==> src/rtl/core/dafs_pkg.sv <==
// Shared types, constants and the helper function of the arming and failsafe supervisor.
package dafs_pkg;

  // Default number of battery taps that are graded.
  localparam int unsigned CELL_COUNT_DEF = 3;
  // Number of tap inputs on the port list.
  localparam int unsigned TAPS_MAX = 4;
  // Tap counter width; it holds 0 up to TAPS_MAX.
  localparam int unsigned TAP_CNT_W = 3;
  // Tap select width into the four tap readings.
  localparam int unsigned TAP_SEL_W = 2;

  // Field widths.
  localparam int unsigned STICK_W = 12;
  localparam int unsigned ADC_W = 10;
  localparam int unsigned TOL_W = 8;
  localparam int unsigned GAIN_W = 16;
  localparam int unsigned CFG_DATA_W = 16;
  localparam int unsigned REP_W = 16;
  // adc * 100 needs 17 bits, times the gain 33 bits.
  localparam int unsigned ADCX_W = 17;
  localparam int unsigned PROD_W = 33;

  // Radio thresholds.
  localparam logic [STICK_W-1:0] SWITCH_LEVEL = 12'd1250;
  localparam logic [REP_W-1:0] REPEAT_LIMIT = 16'd50000;
  // Unity gain in Q4.12 for the first tap.
  localparam logic [GAIN_W-1:0] GAIN_UNITY = 16'd4096;

  // Cell thresholds as (T + 500) / 50, so both sides of a test are divided by 50.
  localparam logic [6:0] K_CRIT_HI = 7'd78;  // 3400 mV
  localparam logic [6:0] K_CRIT_LO = 7'd50;  // 2000 mV
  localparam logic [6:0] K_LOW = 7'd83;      // 3650 mV
  localparam logic [6:0] K_MID = 7'd87;      // 3850 mV

  // Configuration register indexes.
  localparam logic CFG_STICK_TOL = 1'b0;
  localparam logic CFG_DIV_GAIN = 1'b1;

  // Reset values of the configuration registers.
  localparam logic [TOL_W-1:0] TOL_RESET = 8'd10;
  localparam logic [GAIN_W-1:0] GAIN_RESET = 16'd8192;

  // Battery grades; a lower code is more severe.
  typedef enum logic [1:0] {
    GRADE_CRIT = 2'd0,
    GRADE_LOW  = 2'd1,
    GRADE_MID  = 2'd2,
    GRADE_OK   = 2'd3
  } grade_e;

  // Flight state codes.
  typedef enum logic [2:0] {
    ST_STANDBY  = 3'd0,
    ST_FLYING   = 3'd1,
    ST_NOCMD    = 3'd2,
    ST_LOWBATT  = 3'd3,
    ST_CRITBATT = 3'd4,
    ST_NONE     = 3'd7
  } flight_e;

  // Commands from the controller to the datapath.
  typedef struct packed {
    logic                 load;     // capture the input transaction
    logic                 mul_en;   // form the scaled product of one tap
    logic [TAP_SEL_W-1:0] mul_tap;  // tap index for the product
    logic                 cmp_en;   // grade the product held from the last cycle
    logic [TAP_CNT_W-1:0] cmp_n;    // tap number (index plus one) being graded
    logic                 commit;   // decide, update state, load the result
  } dafs_cmd_t;

  // Status from the datapath to the controller.
  typedef struct packed {
    logic crit_seen;  // a tap graded critical; remaining taps are skipped
  } dafs_status_t;

  // Right side of a cell test: n * k * 2^22.
  function automatic logic [PROD_W-1:0] cell_thr(input logic [TAP_CNT_W-1:0] n,
                                                  input logic [6:0] k);
    logic [PROD_W-1:0] nk;
    nk = PROD_W'(n) * PROD_W'(k);
    return nk << 22;
  endfunction

endpackage

==> src/rtl/core/dafs_ctrl.sv <==
// Controller state machine that sequences capture, tap grading and result delivery.
module dafs_ctrl
  import dafs_pkg::*;
#(
  parameter int unsigned CellCount = CELL_COUNT_DEF
) (
  input  logic         clk_i,
  input  logic         rst_ni,
  input  logic         in_valid_i,
  output logic         in_ready_o,
  output logic         out_valid_o,
  input  logic         out_ready_i,
  input  dafs_status_t status_i,
  output dafs_cmd_t    cmd_o
);

  typedef enum logic [2:0] {
    S_IDLE   = 3'b001,
    S_GRADE  = 3'b010,
    S_DECIDE = 3'b100
  } ctrl_state_e;

  localparam logic [TAP_CNT_W-1:0] LastCnt = TAP_CNT_W'(CellCount);

  ctrl_state_e          state_q, state_d;
  logic [TAP_CNT_W-1:0] cnt_q, cnt_d;
  logic                 out_valid_q, out_valid_d;
  logic                 slot_free;

  // The result register can take a new value when empty or drained this cycle.
  assign slot_free = !out_valid_q || out_ready_i;

  // Next state, tap counter and datapath commands.
  always_comb begin
    state_d = state_q;
    cnt_d = cnt_q;
    out_valid_d = out_valid_q && !out_ready_i;
    cmd_o = '0;
    in_ready_o = 1'b0;
    case (state_q)
      S_IDLE: begin
        in_ready_o = 1'b1;
        if (in_valid_i) begin
          cmd_o.load = 1'b1;
          cnt_d = '0;
          state_d = S_GRADE;
        end
      end
      S_GRADE: begin
        // The multiplier works on tap cnt while the compare grades tap cnt-1.
        cmd_o.mul_en = (cnt_q < LastCnt);
        cmd_o.mul_tap = cnt_q[TAP_SEL_W-1:0];
        cmd_o.cmp_en = (cnt_q != '0);
        cmd_o.cmp_n = cnt_q;
        cnt_d = cnt_q + 1'b1;
        if (cnt_q == LastCnt || status_i.crit_seen) begin
          state_d = S_DECIDE;
        end
      end
      S_DECIDE: begin
        if (slot_free) begin
          cmd_o.commit = 1'b1;
          out_valid_d = 1'b1;
          state_d = S_IDLE;
        end
      end
      default: begin
        state_d = S_IDLE;
      end
    endcase
  end

  // Control registers.
  always_ff @(posedge clk_i or negedge rst_ni) begin
    if (!rst_ni) begin
      state_q <= S_IDLE;
      cnt_q <= '0;
      out_valid_q <= 1'b0;
    end else begin
      state_q <= state_d;
      cnt_q <= cnt_d;
      out_valid_q <= out_valid_d;
    end
  end

  assign out_valid_o = out_valid_q;

endmodule

==> src/rtl/core/dafs_datapath.sv <==
// Datapath: input capture, tap multiplier and grading, radio decision and held state.
module dafs_datapath
  import dafs_pkg::*;
(
  input  logic                  clk_i,
  input  logic                  rst_ni,
  input  logic                  cfg_we_i,
  input  logic                  cfg_index_i,
  input  logic [CFG_DATA_W-1:0] cfg_data_i,
  input  logic                  frame_synced_i,
  input  logic [STICK_W-1:0]    aileron_us_i,
  input  logic [STICK_W-1:0]    elevator_us_i,
  input  logic [STICK_W-1:0]    throttle_us_i,
  input  logic [STICK_W-1:0]    rudder_us_i,
  input  logic [STICK_W-1:0]    arm_switch_us_i,
  input  logic [STICK_W-1:0]    override_switch_us_i,
  input  logic [ADC_W-1:0]      cell0_adc_i,
  input  logic [ADC_W-1:0]      cell1_adc_i,
  input  logic [ADC_W-1:0]      cell2_adc_i,
  input  logic [ADC_W-1:0]      cell3_adc_i,
  input  dafs_cmd_t             cmd_i,
  output dafs_status_t          status_o,
  output logic [2:0]            flight_state_o
);

  // Configuration registers.
  logic [TOL_W-1:0]  tol_q;
  logic [GAIN_W-1:0] gain_q;

  always_ff @(posedge clk_i or negedge rst_ni) begin
    if (!rst_ni) begin
      tol_q <= TOL_RESET;
      gain_q <= GAIN_RESET;
    end else if (cfg_we_i) begin
      case (cfg_index_i)
        CFG_STICK_TOL: tol_q <= cfg_data_i[TOL_W-1:0];
        CFG_DIV_GAIN:  gain_q <= cfg_data_i[GAIN_W-1:0];
        default: begin
          tol_q <= tol_q;
        end
      endcase
    end
  end

  // Captured transaction; payload only.
  logic               synced_q;
  logic [STICK_W-1:0] stick_q [TAPS_MAX];
  logic [STICK_W-1:0] arm_q, ovr_q;
  logic [ADC_W-1:0]   adc_q [TAPS_MAX];

  always_ff @(posedge clk_i) begin
    if (cmd_i.load) begin
      synced_q <= frame_synced_i;
      stick_q[0] <= aileron_us_i;
      stick_q[1] <= elevator_us_i;
      stick_q[2] <= throttle_us_i;
      stick_q[3] <= rudder_us_i;
      arm_q <= arm_switch_us_i;
      ovr_q <= override_switch_us_i;
      adc_q[0] <= cell0_adc_i;
      adc_q[1] <= cell1_adc_i;
      adc_q[2] <= cell2_adc_i;
      adc_q[3] <= cell3_adc_i;
    end
  end

  // Tap multiplier: (adc * 100) * gain, registered before the compare.
  logic [ADC_W-1:0]  adc_sel;
  logic [ADCX_W-1:0] adc_x100;
  logic [GAIN_W-1:0] gain_sel;
  logic [PROD_W-1:0] prod_q;

  assign adc_sel = adc_q[cmd_i.mul_tap];
  assign adc_x100 = (ADCX_W'(adc_sel) << 6) + (ADCX_W'(adc_sel) << 5) +
                    (ADCX_W'(adc_sel) << 2);
  assign gain_sel = (cmd_i.mul_tap == '0) ? GAIN_UNITY : gain_q;

  always_ff @(posedge clk_i) begin
    if (cmd_i.mul_en) begin
      prod_q <= PROD_W'(adc_x100) * PROD_W'(gain_sel);
    end
  end

  // Tap grading; a critical tap freezes the grade for the rest of the item.
  logic   below_crit_hi, above_crit_lo, below_low, below_mid;
  grade_e grade_q, grade_d;
  logic   crit_q, crit_d;

  assign below_crit_hi = prod_q < cell_thr(cmd_i.cmp_n, K_CRIT_HI);
  assign above_crit_lo = prod_q > cell_thr(cmd_i.cmp_n, K_CRIT_LO);
  assign below_low = prod_q < cell_thr(cmd_i.cmp_n, K_LOW);
  assign below_mid = prod_q < cell_thr(cmd_i.cmp_n, K_MID);

  always_comb begin
    grade_d = grade_q;
    crit_d = crit_q;
    if (cmd_i.load) begin
      grade_d = GRADE_OK;
      crit_d = 1'b0;
    end else if (cmd_i.cmp_en && !crit_q) begin
      if (below_crit_hi && above_crit_lo) begin
        grade_d = GRADE_CRIT;
        crit_d = 1'b1;
      end else if (below_low) begin
        grade_d = GRADE_LOW;
      end else if (below_mid) begin
        grade_d = GRADE_MID;
      end
    end
  end

  always_ff @(posedge clk_i or negedge rst_ni) begin
    if (!rst_ni) begin
      grade_q <= GRADE_OK;
      crit_q <= 1'b0;
    end else begin
      grade_q <= grade_d;
      crit_q <= crit_d;
    end
  end

  assign status_o.crit_seen = crit_q;

  // Radio decision from the captured frame and the stick history.
  logic [STICK_W-1:0] last_q [TAPS_MAX];
  logic [REP_W-1:0]   rep_q;
  flight_e            held_q;
  logic [2:0]         flight_q;

  logic [TAPS_MAX-1:0] same;
  logic [STICK_W-1:0]  diff [TAPS_MAX];
  logic [REP_W-1:0]    rep_inc;
  logic                armed, repeat_hit, do_store, radio_path;
  flight_e             radio_st, step_st, out_st;

  always_comb begin
    for (int i = 0; i < TAPS_MAX; i++) begin
      diff[i] = (stick_q[i] > last_q[i]) ? stick_q[i] - last_q[i]
                                          : last_q[i] - stick_q[i];
      same[i] = diff[i] <= STICK_W'(tol_q);
    end
  end

  assign armed = arm_q > SWITCH_LEVEL;
  assign repeat_hit = armed && (ovr_q < SWITCH_LEVEL) && (&same);
  assign rep_inc = rep_q + 1'b1;

  always_comb begin
    if (!synced_q) begin
      radio_st = ST_NONE;
    end else if (!armed) begin
      radio_st = ST_STANDBY;
    end else if (repeat_hit && (rep_inc > REPEAT_LIMIT)) begin
      radio_st = ST_NOCMD;
    end else begin
      radio_st = ST_FLYING;
    end
  end

  // The battery grade overrides the radio; the radio is examined only when it is fine.
  always_comb begin
    radio_path = 1'b0;
    case (grade_q)
      GRADE_CRIT: step_st = ST_CRITBATT;
      GRADE_LOW:  step_st = ST_LOWBATT;
      default: begin
        step_st = radio_st;
        radio_path = 1'b1;
      end
    endcase
  end

  assign do_store = radio_path && synced_q && !repeat_hit;

  // An unsynchronized frame repeats the held state, or standby if none is held.
  assign out_st = (step_st != ST_NONE) ? step_st :
                  ((held_q == ST_NONE) ? ST_STANDBY : held_q);

  // State update and result register.
  always_ff @(posedge clk_i or negedge rst_ni) begin
    if (!rst_ni) begin
      held_q <= ST_NONE;
      rep_q <= '0;
      for (int i = 0; i < TAPS_MAX; i++) begin
        last_q[i] <= '0;
      end
    end else if (cmd_i.commit) begin
      if (step_st != ST_NONE) begin
        held_q <= step_st;
      end
      if (do_store) begin
        rep_q <= '0;
        for (int i = 0; i < TAPS_MAX; i++) begin
          last_q[i] <= stick_q[i];
        end
      end else if (radio_path && synced_q) begin
        rep_q <= rep_inc;
      end
    end
  end

  always_ff @(posedge clk_i) begin
    if (cmd_i.commit) begin
      flight_q <= out_st;
    end
  end

  assign flight_state_o = flight_q;

endmodule

==> src/rtl/core/drone_arming_failsafe_supervisor.sv <==
// Top level of the drone arming and failsafe supervisor.
// Transactions do not overlap: a new one is accepted only after the last is committed. The shared tap multiplier
// and compare grade one battery tap per cycle; a critical tap ends grading early.
// The result register holds a finished result while the next transaction is accepted.
// Asynchronous active-low reset: held state none, stick store and repeat count zero.
module drone_arming_failsafe_supervisor
  import dafs_pkg::*;
#(
  parameter int unsigned CellCount = CELL_COUNT_DEF
) (
  input  logic                  clk_i,
  input  logic                  rst_ni,
  input  logic                  cfg_we_i,
  input  logic                  cfg_index_i,
  input  logic [CFG_DATA_W-1:0] cfg_data_i,
  input  logic                  in_valid_i,
  output logic                  in_ready_o,
  input  logic                  frame_synced_i,
  input  logic [STICK_W-1:0]    aileron_us_i,
  input  logic [STICK_W-1:0]    elevator_us_i,
  input  logic [STICK_W-1:0]    throttle_us_i,
  input  logic [STICK_W-1:0]    rudder_us_i,
  input  logic [STICK_W-1:0]    arm_switch_us_i,
  input  logic [STICK_W-1:0]    override_switch_us_i,
  input  logic [ADC_W-1:0]      cell0_adc_i,
  input  logic [ADC_W-1:0]      cell1_adc_i,
  input  logic [ADC_W-1:0]      cell2_adc_i,
  input  logic [ADC_W-1:0]      cell3_adc_i,
  output logic                  out_valid_o,
  input  logic                  out_ready_i,
  output logic [2:0]            flight_state_o
);

  dafs_cmd_t    cmd;
  dafs_status_t status;

  // Sequencer.
  dafs_ctrl #(
    .CellCount(CellCount)
  ) u_ctrl (
    .clk_i      (clk_i),
    .rst_ni     (rst_ni),
    .in_valid_i (in_valid_i),
    .in_ready_o (in_ready_o),
    .out_valid_o(out_valid_o),
    .out_ready_i(out_ready_i),
    .status_i   (status),
    .cmd_o      (cmd)
  );

  // Arithmetic and state.
  dafs_datapath u_datapath (
    .clk_i               (clk_i),
    .rst_ni              (rst_ni),
    .cfg_we_i            (cfg_we_i),
    .cfg_index_i         (cfg_index_i),
    .cfg_data_i          (cfg_data_i),
    .frame_synced_i      (frame_synced_i),
    .aileron_us_i        (aileron_us_i),
    .elevator_us_i       (elevator_us_i),
    .throttle_us_i       (throttle_us_i),
    .rudder_us_i         (rudder_us_i),
    .arm_switch_us_i     (arm_switch_us_i),
    .override_switch_us_i(override_switch_us_i),
    .cell0_adc_i         (cell0_adc_i),
    .cell1_adc_i         (cell1_adc_i),
    .cell2_adc_i         (cell2_adc_i),
    .cell3_adc_i         (cell3_adc_i),
    .cmd_i               (cmd),
    .status_o            (status),
    .flight_state_o      (flight_state_o)
  );

endmodule

==> config.mk <==
export PLATFORM = sky130hd
export DESIGN_NAME = drone_arming_failsafe_supervisor
export DESIGN_NICKNAME = d
export VERILOG_FILES = /design/src/rtl/core/dafs_pkg.sv /design/src/rtl/core/dafs_ctrl.sv /design/src/rtl/core/dafs_datapath.sv /design/src/rtl/core/drone_arming_failsafe_supervisor.sv
export SDC_FILE = /design/constraint.sdc
export NUM_CORES = 1
export LEC_CHECK = 0
export BUFFER_PORTS_ARGS = -buffer_cell sky130_fd_sc_hd__buf_2
export CORE_ASPECT_RATIO = 1.75
export CORE_UTILIZATION = 40
export DETAILED_ROUTE_END_ITERATION = 8
export GPL_TIMING_DRIVEN = 0
export HOLD_SLACK_MARGIN = 0.06
export PLACE_DENSITY = 0.58
export SLEW_MARGIN = 20
export SYNTH_ARGS = -nofsm -noshare
export SYNTH_HDL_FRONTEND = slang
export SYNTH_SLANG_ARGS = --single-unit
==> constraint.sdc <==
create_clock -name clk_i -period 13 [get_ports clk_i]
set_input_delay 1.95 -clock clk_i [delete_from_list [all_inputs] [get_ports clk_i]]
set_output_delay 1.95 -clock clk_i [all_outputs]
set_load 0.01 [all_outputs]
## Word level (Yosys, flattened, before mapping)

Memories as Yosys holds them, arrays and structs flattened.
Cells that the tools add are included.

- Register bits: 162
- Memory bits (writable): 88
- Input port bits: 135
- Output and inout port bits: 5
- Word-level logic and storage cells: 135
- Memories kept: 2

Memories:

| name | depth | width | read ports | clocked after memory_dff | write ports | RTL line | text |
|---|---|---|---|---|---|---|---|
| u_datapath.stick_q | 4 | 12 | 4 | 0 | 4 | dafs_datapath.sv:47 | `logic [STICK_W-1:0] stick_q [TAPS_MAX];` |
| u_datapath.adc_q | 4 | 10 | 1 | 0 | 4 | dafs_datapath.sv:49 | `logic [ADC_W-1:0] adc_q [TAPS_MAX];` |

- Add/sub/neg operators: 12
- $mul: 5
- $lt $le $gt $ge: 16
- Equal/unequal tests: 10
- Muxes and demuxes: 38
- Bitwise operators: 1
- Reductions and logical operators: 33

Operators with widths:

| operator | number |
|---|---|
| $lt 33x32->1 | 3 |
| $sub 12x12->12 | 8 |
| $gt 12x12->1 | 4 |
| $le 12x8->1 | 4 |
| $mux 12 | 4 |
| $mux 16 | 3 |
| $gt 33x31->1 | 1 |
| $mul 17x16->33 | 1 |
| $mux 3 | 8 |
| $mul 3x7->10 const B | 2 |
| $add 16x15->17 | 1 |
| $add 17x12->17 | 1 |
| $add 16x1->16 const B | 1 |
| $gt 16x16->1 const B | 1 |
| $reduce_and 2->1 | 8 |
| $mux 1 | 13 |
| $gt 12x11->1 const B | 1 |
| $lt 12x11->1 const B | 1 |
| $mux 2 | 6 |
| $pmux 3 s2 | 2 |
| $mul 3x6->9 const B | 1 |
| $pmux 3 s3 | 1 |
| $logic_and 1x1->1 | 8 |
| $mul 3x5->8 const B | 1 |
| 20 further kinds | 31 |

## Longest topological paths before layout

An unclocked memory read counts as a cell.

- Word-level depth: 13
- Depth in mapped cells: 45
- Depth with buffers taken out: 42

## Modules after synthesis

Synthesis repeated with hierarchy kept, for this count alone.

- Cells, all modules: 2,469
- Area total of the unflattened synthesis: 24,249.5 um^2

By module, submodules not included:

| module | instances | cells an instance | area each (um^2) | seq. area each (um^2) |
|---|---|---|---|---|
| dafs_datapath | 1 | 2,427 | 23,821.6 | 6,746.5 |
| dafs_ctrl | 1 | 42 | 427.9 | 176.4 |

## Least setup slack after synthesis

Ideal clock, no wire load.

- Path kind: flip-flop to flip-flop
- Start: reg u_ctrl.state_q[2]
- End: reg u_datapath.prod_q[31] (data pin)
- Library setup time: 0.265 ns
- Arrival time: 10.539 ns
- Required time: 12.735 ns
- Slack: 2.196 ns
- Stages on the path, launching flop included: 44
- Path buffers: 3
- Clock period less this slack: 10.804 ns
- Path through: dfrtp_1 nand2b_1 or2_2 clkbuf_1 nor2_1 inv_2 clkbuf_1 nand3_1 o21ai_0 clkbuf_1 xnor2_1 ha_1 ha_1 inv_1 fa_1 inv_1 a21oi_1 o21bai_1 [... 8 more ...] fa_1 inv_1 fa_1 fa_1 inv_1 fa_1 inv_1 ha_1 a21o_1 a2111oi_0 o21ai_0 a41o_1 a221o_1 a21oi_1 nor2b_1 o41ai_1 o21ai_0 xor2_1

- Word-level cells in the longest chain between the ends: 6
- Elaborated cells between the ends (all ways): 8
- Those cells by class: add/sub: 2; mul: 1; eq/ne: 1; mux: 2; reduce/logical: 1; memory: 1

Ends and longest elaborated chain:

| item | RTL line | text |
|---|---|---|
| start: declaration | dafs_ctrl.sv:25 | `ctrl_state_e state_q, state_d;` |
| start signal: assignment | dafs_ctrl.sv:80 | `state_q <= state_d;` |
| $eq 3x2->1 * | dafs_ctrl.sv:40 | `case (state_q)` |
| $mux 7 * | dafs_ctrl.sv:40 |  |
| $mem_v2 4x10 | - |  |
| $add 16x15->17 | dafs_datapath.sv:74 | `assign adc_x100 = (ADCX_W'(adc_sel) << 6) + (ADCX_W'(adc_sel) << 5) +` |
| $add 17x12->17 | dafs_datapath.sv:74 |  |
| $mul 17x16->33 * | dafs_datapath.sv:80 | `prod_q <= PROD_W'(adc_x100) * PROD_W'(gain_sel);` |
| end signal: assignment | dafs_datapath.sv:80 |  |
| end: declaration | dafs_datapath.sv:71 | `logic [PROD_W-1:0] prod_q;` |

Mark *: on every way between the ends. The rest lies on a longest branch, timed or not.
A chain may end at the register's enable or synchronous reset.

## Worst setup path in the final report

Ends and elaborated chain as after synthesis.

==> metrics.md <==
| Metric | Value |
|---|---|
| Hold Violations, Final | `0` |
| Synth-to-layout area growth | `11.6%` |
| Clock latency at the later pin of the worst-skew pair | `0.59 ns` |
| Gp weighted congestion | `0.999` |
| Pre-antenna DRT Iters | `8` |
| PortBufs | `138` |
| DIE WIDTH | `188 um` |
| Clk buf depth | `3` |
| Simple-Gate Fraction of Synth Area | `12.7%` |
| Largest net degree at the start of global routing | `73` |
| Worst-margin pin slew | `1.14 ns` |
| Main combinational cell family by area after synthesis | `adder cells` |
| CP required | `13.33 ns` |
| Metal3 WL | `2.36 mm` |
| Cts hold-fix bufs | `0` |
| Root Buffer | `clkbuf_16` |
| DP HPWL | `56.4 mm` |
| Hold Crit Class | `reg -> reg` |
| Routed wire per std cell | `19.5 um` |
| Congestion Overflow GR | `0` |
| Sink Count | `247` |
| Antenna diode count | `0` |
| Inserted Clock Buffers | `28` |
| CTS H-tree lvls | `1` |
| CP Capture Type | `flip-flop` |
| Final period util | `95.1%` |
| Most common cell in the netlist | `inv_1` |
| Tot GR Track Use | `22.9%` |
| Clk slew on worst S/H paths | `0.06 ns` |
| Uppermost layer routed | `met4` |
| Die height | `328 um` |
| Synth top area cells | `edfxtp_1, fa_1, ha_1` |
| I/O pin count | `140` |
| Post-synthesis sequential area ratio | `28.5%` |
| Mux cell area share after synthesis | `3.69%` |
| Vias in the first global route | `20847` |
| Synthesis-stage register bit count | `247` |
| CTS tree | `built` |
| Pwr dens | `220 nW/um2` |
| Critical path class | `reg -> reg` |
| Leakage power | `13.0 nW` |
| CP Launch Type | `flip-flop` |
| Most frequent cells after synthesis | `inv_1, ha_1, nand2_1, nor2_1, fa_1` |
| Worst-path maximum fanout | `12` |
| Syn avg cell area | `9.58 um2` |
| Initial core utilization | `40.4%` |
| Syn Inst Count | `2537` |
| Clock Skews | `0.0175 ns` |
| Register area | `6920 um2` |
| Maximum VDD drop | `0.158 mV` |
| Vias | `18970` |
| Area of the multi-input gates | `15700 um2` |
| WP data arrival | `12.69 ns` |
| ANT nets after route | `0` |
| Cell taking the most area after synthesis | `edfxtp_1` |
| Final core occ | `45.1%` |
| WL final | `68.8 mm` |
| Max Cap Violations | `0` |
| Crit path top cell by count | `fa_1` |
| Core area | `60200 um2` |
| Xor/xnor share of the synthesized area | `3.75%` |
| Slowest CP cell | `fa_1` |
| FP Rows | `119` |
| EDFF count, synth | `146` |
| Slew Viols, Final | `0` |
| Ys Warns | `0` |
| F_max | `80.9 MHz` |
| First-pass GRT wire length | `110 mm` |
| Via/cell ratio | `5.39` |
| Minimum clock period | `12.36 ns` |
| DRT iter0 DRCs | `867` |
| Met2 WL | `38.2 mm` |
| Post-synth cell types | `79` |
| Max incr delay on CP | `0.58 ns` |
| Synth Area in Compound Gates | `12.9%` |
| Mapped Nets | `3161` |
| DRC viols | `0` |
| Setup violators final | `0` |
| Post-synth ARST share | `40.9%` |
| DRT met1 WL | `23.6 mm` |
| Antenna violations before repair | `0` |
| Fin nets | `3336` |
| Status | `complete, no violations` |
| Share of the synthesized area in the top cell type | `18.0%` |
| Synth Area in Adders | `31.1%` |
| Relative slew slack | `23.4%` |
| DIE AREA | `61800 um2` |
| Synthesized area | `24300 um2` |
| Non-Filler Instances | `3520` |
| Share of cells above drive strength 1 | `10.3%` |
| Primary FF master, synth | `edfxtp_1` |
| RSZ-0062 raised after global routing | `no` |
| Placed cell count | `3466` |
| FILL cells | `5917` |
cell usage in the layout (no fill, tap or decap), drive strengths merged, types with 8 or more instances in the layout:
cell / n
a21o: 57
a211oi: 13
a31oi: 24
or2: 8
dfrtp: 92
inv: 374
nand4: 25
nand3: 40
a22o: 13
nand2b: 38
edfxtp: 146
nor2b: 40
o22ai: 9
xor2: 32
fa: 192
xnor2: 72
ha: 297
a21oi: 139
mux2i: 57
nand3b: 8
o31ai: 9
o21a: 20
nor4: 11
dfstp: 9
nor3: 35
clkinv: 14
and3: 16
nand2: 215
nor2: 196
o211ai: 10
mux2: 29
clkbuf: 103
buf: 159
o21bai: 19
o21ai: 107
and2: 15
cell families (layout without fill, tap and decap cells):
family | Yosys count | count (layout)
simple gates | 667 | 667
xor+xnor | 104 | 104
buf+inv | 457 | 654
compound gates | 487 | 487
mux | 86 | 86
fa+ha+maj | 489 | 489
flops | 247 | 247
timing repair:
item | 4_1_cts | 5_1_grt
resized for setup | 7 | 12
endpoints found under the setup margin | 3 | 3
setup buffers | 0 | 3
pin swaps | 0 | 1
layer usage:
layer	vias to the layer above	track usage, %
met1	9331	22.3
met5	-	0
met4	0	13.7
li1	8968	-
met2	463	45.7
met3	208	2.36
sequential cells by signal, indices dropped and copies added, names as in the netlist:
name                       cells
u_ctrl.cnt_q                   3
u_ctrl.out_valid_o             1
u_ctrl.state_q                 3
u_datapath.adc_q              40
u_datapath.arm_q              12
u_datapath.flight_state_o      3
u_datapath.gain_q             16
u_datapath.grade_q             2
u_datapath.held_q              3
u_datapath.last_q             48
u_datapath.ovr_q              11
u_datapath.prod_q             31
u_datapath.rep_q              16
u_datapath.status_o            1
u_datapath.stick_q            48
u_datapath.synced_q            1
u_datapath.tol_q               8
final timing paths:
kind                                                   from                           endpoint  slack (ns)  depth (start not counted)
max in group asynchronous                            rst_ni  u_datapath.gain_q[13]$_DFFE_PN1P_       10.86                          2
hold / removal             u_datapath.held_q[2]$_DFFE_PN1P_   u_datapath.held_q[2]$_DFFE_PN1P_        0.48                          2
setup / recovery              u_ctrl.state_q[2]$_DFFE_PN0P_    u_datapath.prod_q[31]$_DFFE_PP_        0.64                         43
min in group asynchronous                            rst_ni  u_datapath.last_q[10]$_DFFE_PN0P_        1.37                          1
hold reg to reg            u_datapath.held_q[2]$_DFFE_PN1P_   u_datapath.held_q[2]$_DFFE_PN1P_        0.48                          2
setup reg to reg              u_ctrl.state_q[2]$_DFFE_PN0P_    u_datapath.prod_q[31]$_DFFE_PP_        0.64                         43
critical path, delay by kind of cell, from the launching register on:
family                     cells  cell delay [ns]
AOI/OAI and AO/OA             17             4.46
adders and majority gates      9             4.02
and+or+nand+nor                7             1.48
xor gates and xnor gates       3             0.67
DFF                            1             0.41
buffers and inverters          7             1.04
cell type report:
cell class,count,share of cell area (%)
clock buffer,33,2.69
tap,786,3.63
timing repair buffer,146,2.97
inverter,373,5.18
multi-input combinational,1833,58.0
buffer,83,1.37
sequential,247,25.5
clock inverter,19,0.623
where the power goes:
part | switching [mW] | internal (mW)
Clock | 0.350 | 0.427
Sequential | 0.0792 | 1.06
Combinational | 2.62 | 1.42
metrics by stage:
step	hold WS (ns)	worst slack [ns]	instance area, um2	total power [mW]	setup TNS, ns
2_1_floorplan	0.454	2.20	24300	3.77	0
3_3_place_gp	0.464	-0.436	26000	5.04	-0.852
3_5_place_dp	0.475	-0.648	26100	5.12	-1.43
4_1_cts	0.483	0.0599	27000	5.97	0
5_1_grt	0.520	0.0824	27100	6.48	0
6_report	0.482	0.636	27100	5.95	0
No activity file was read; power rests on OpenSTA's default activity.
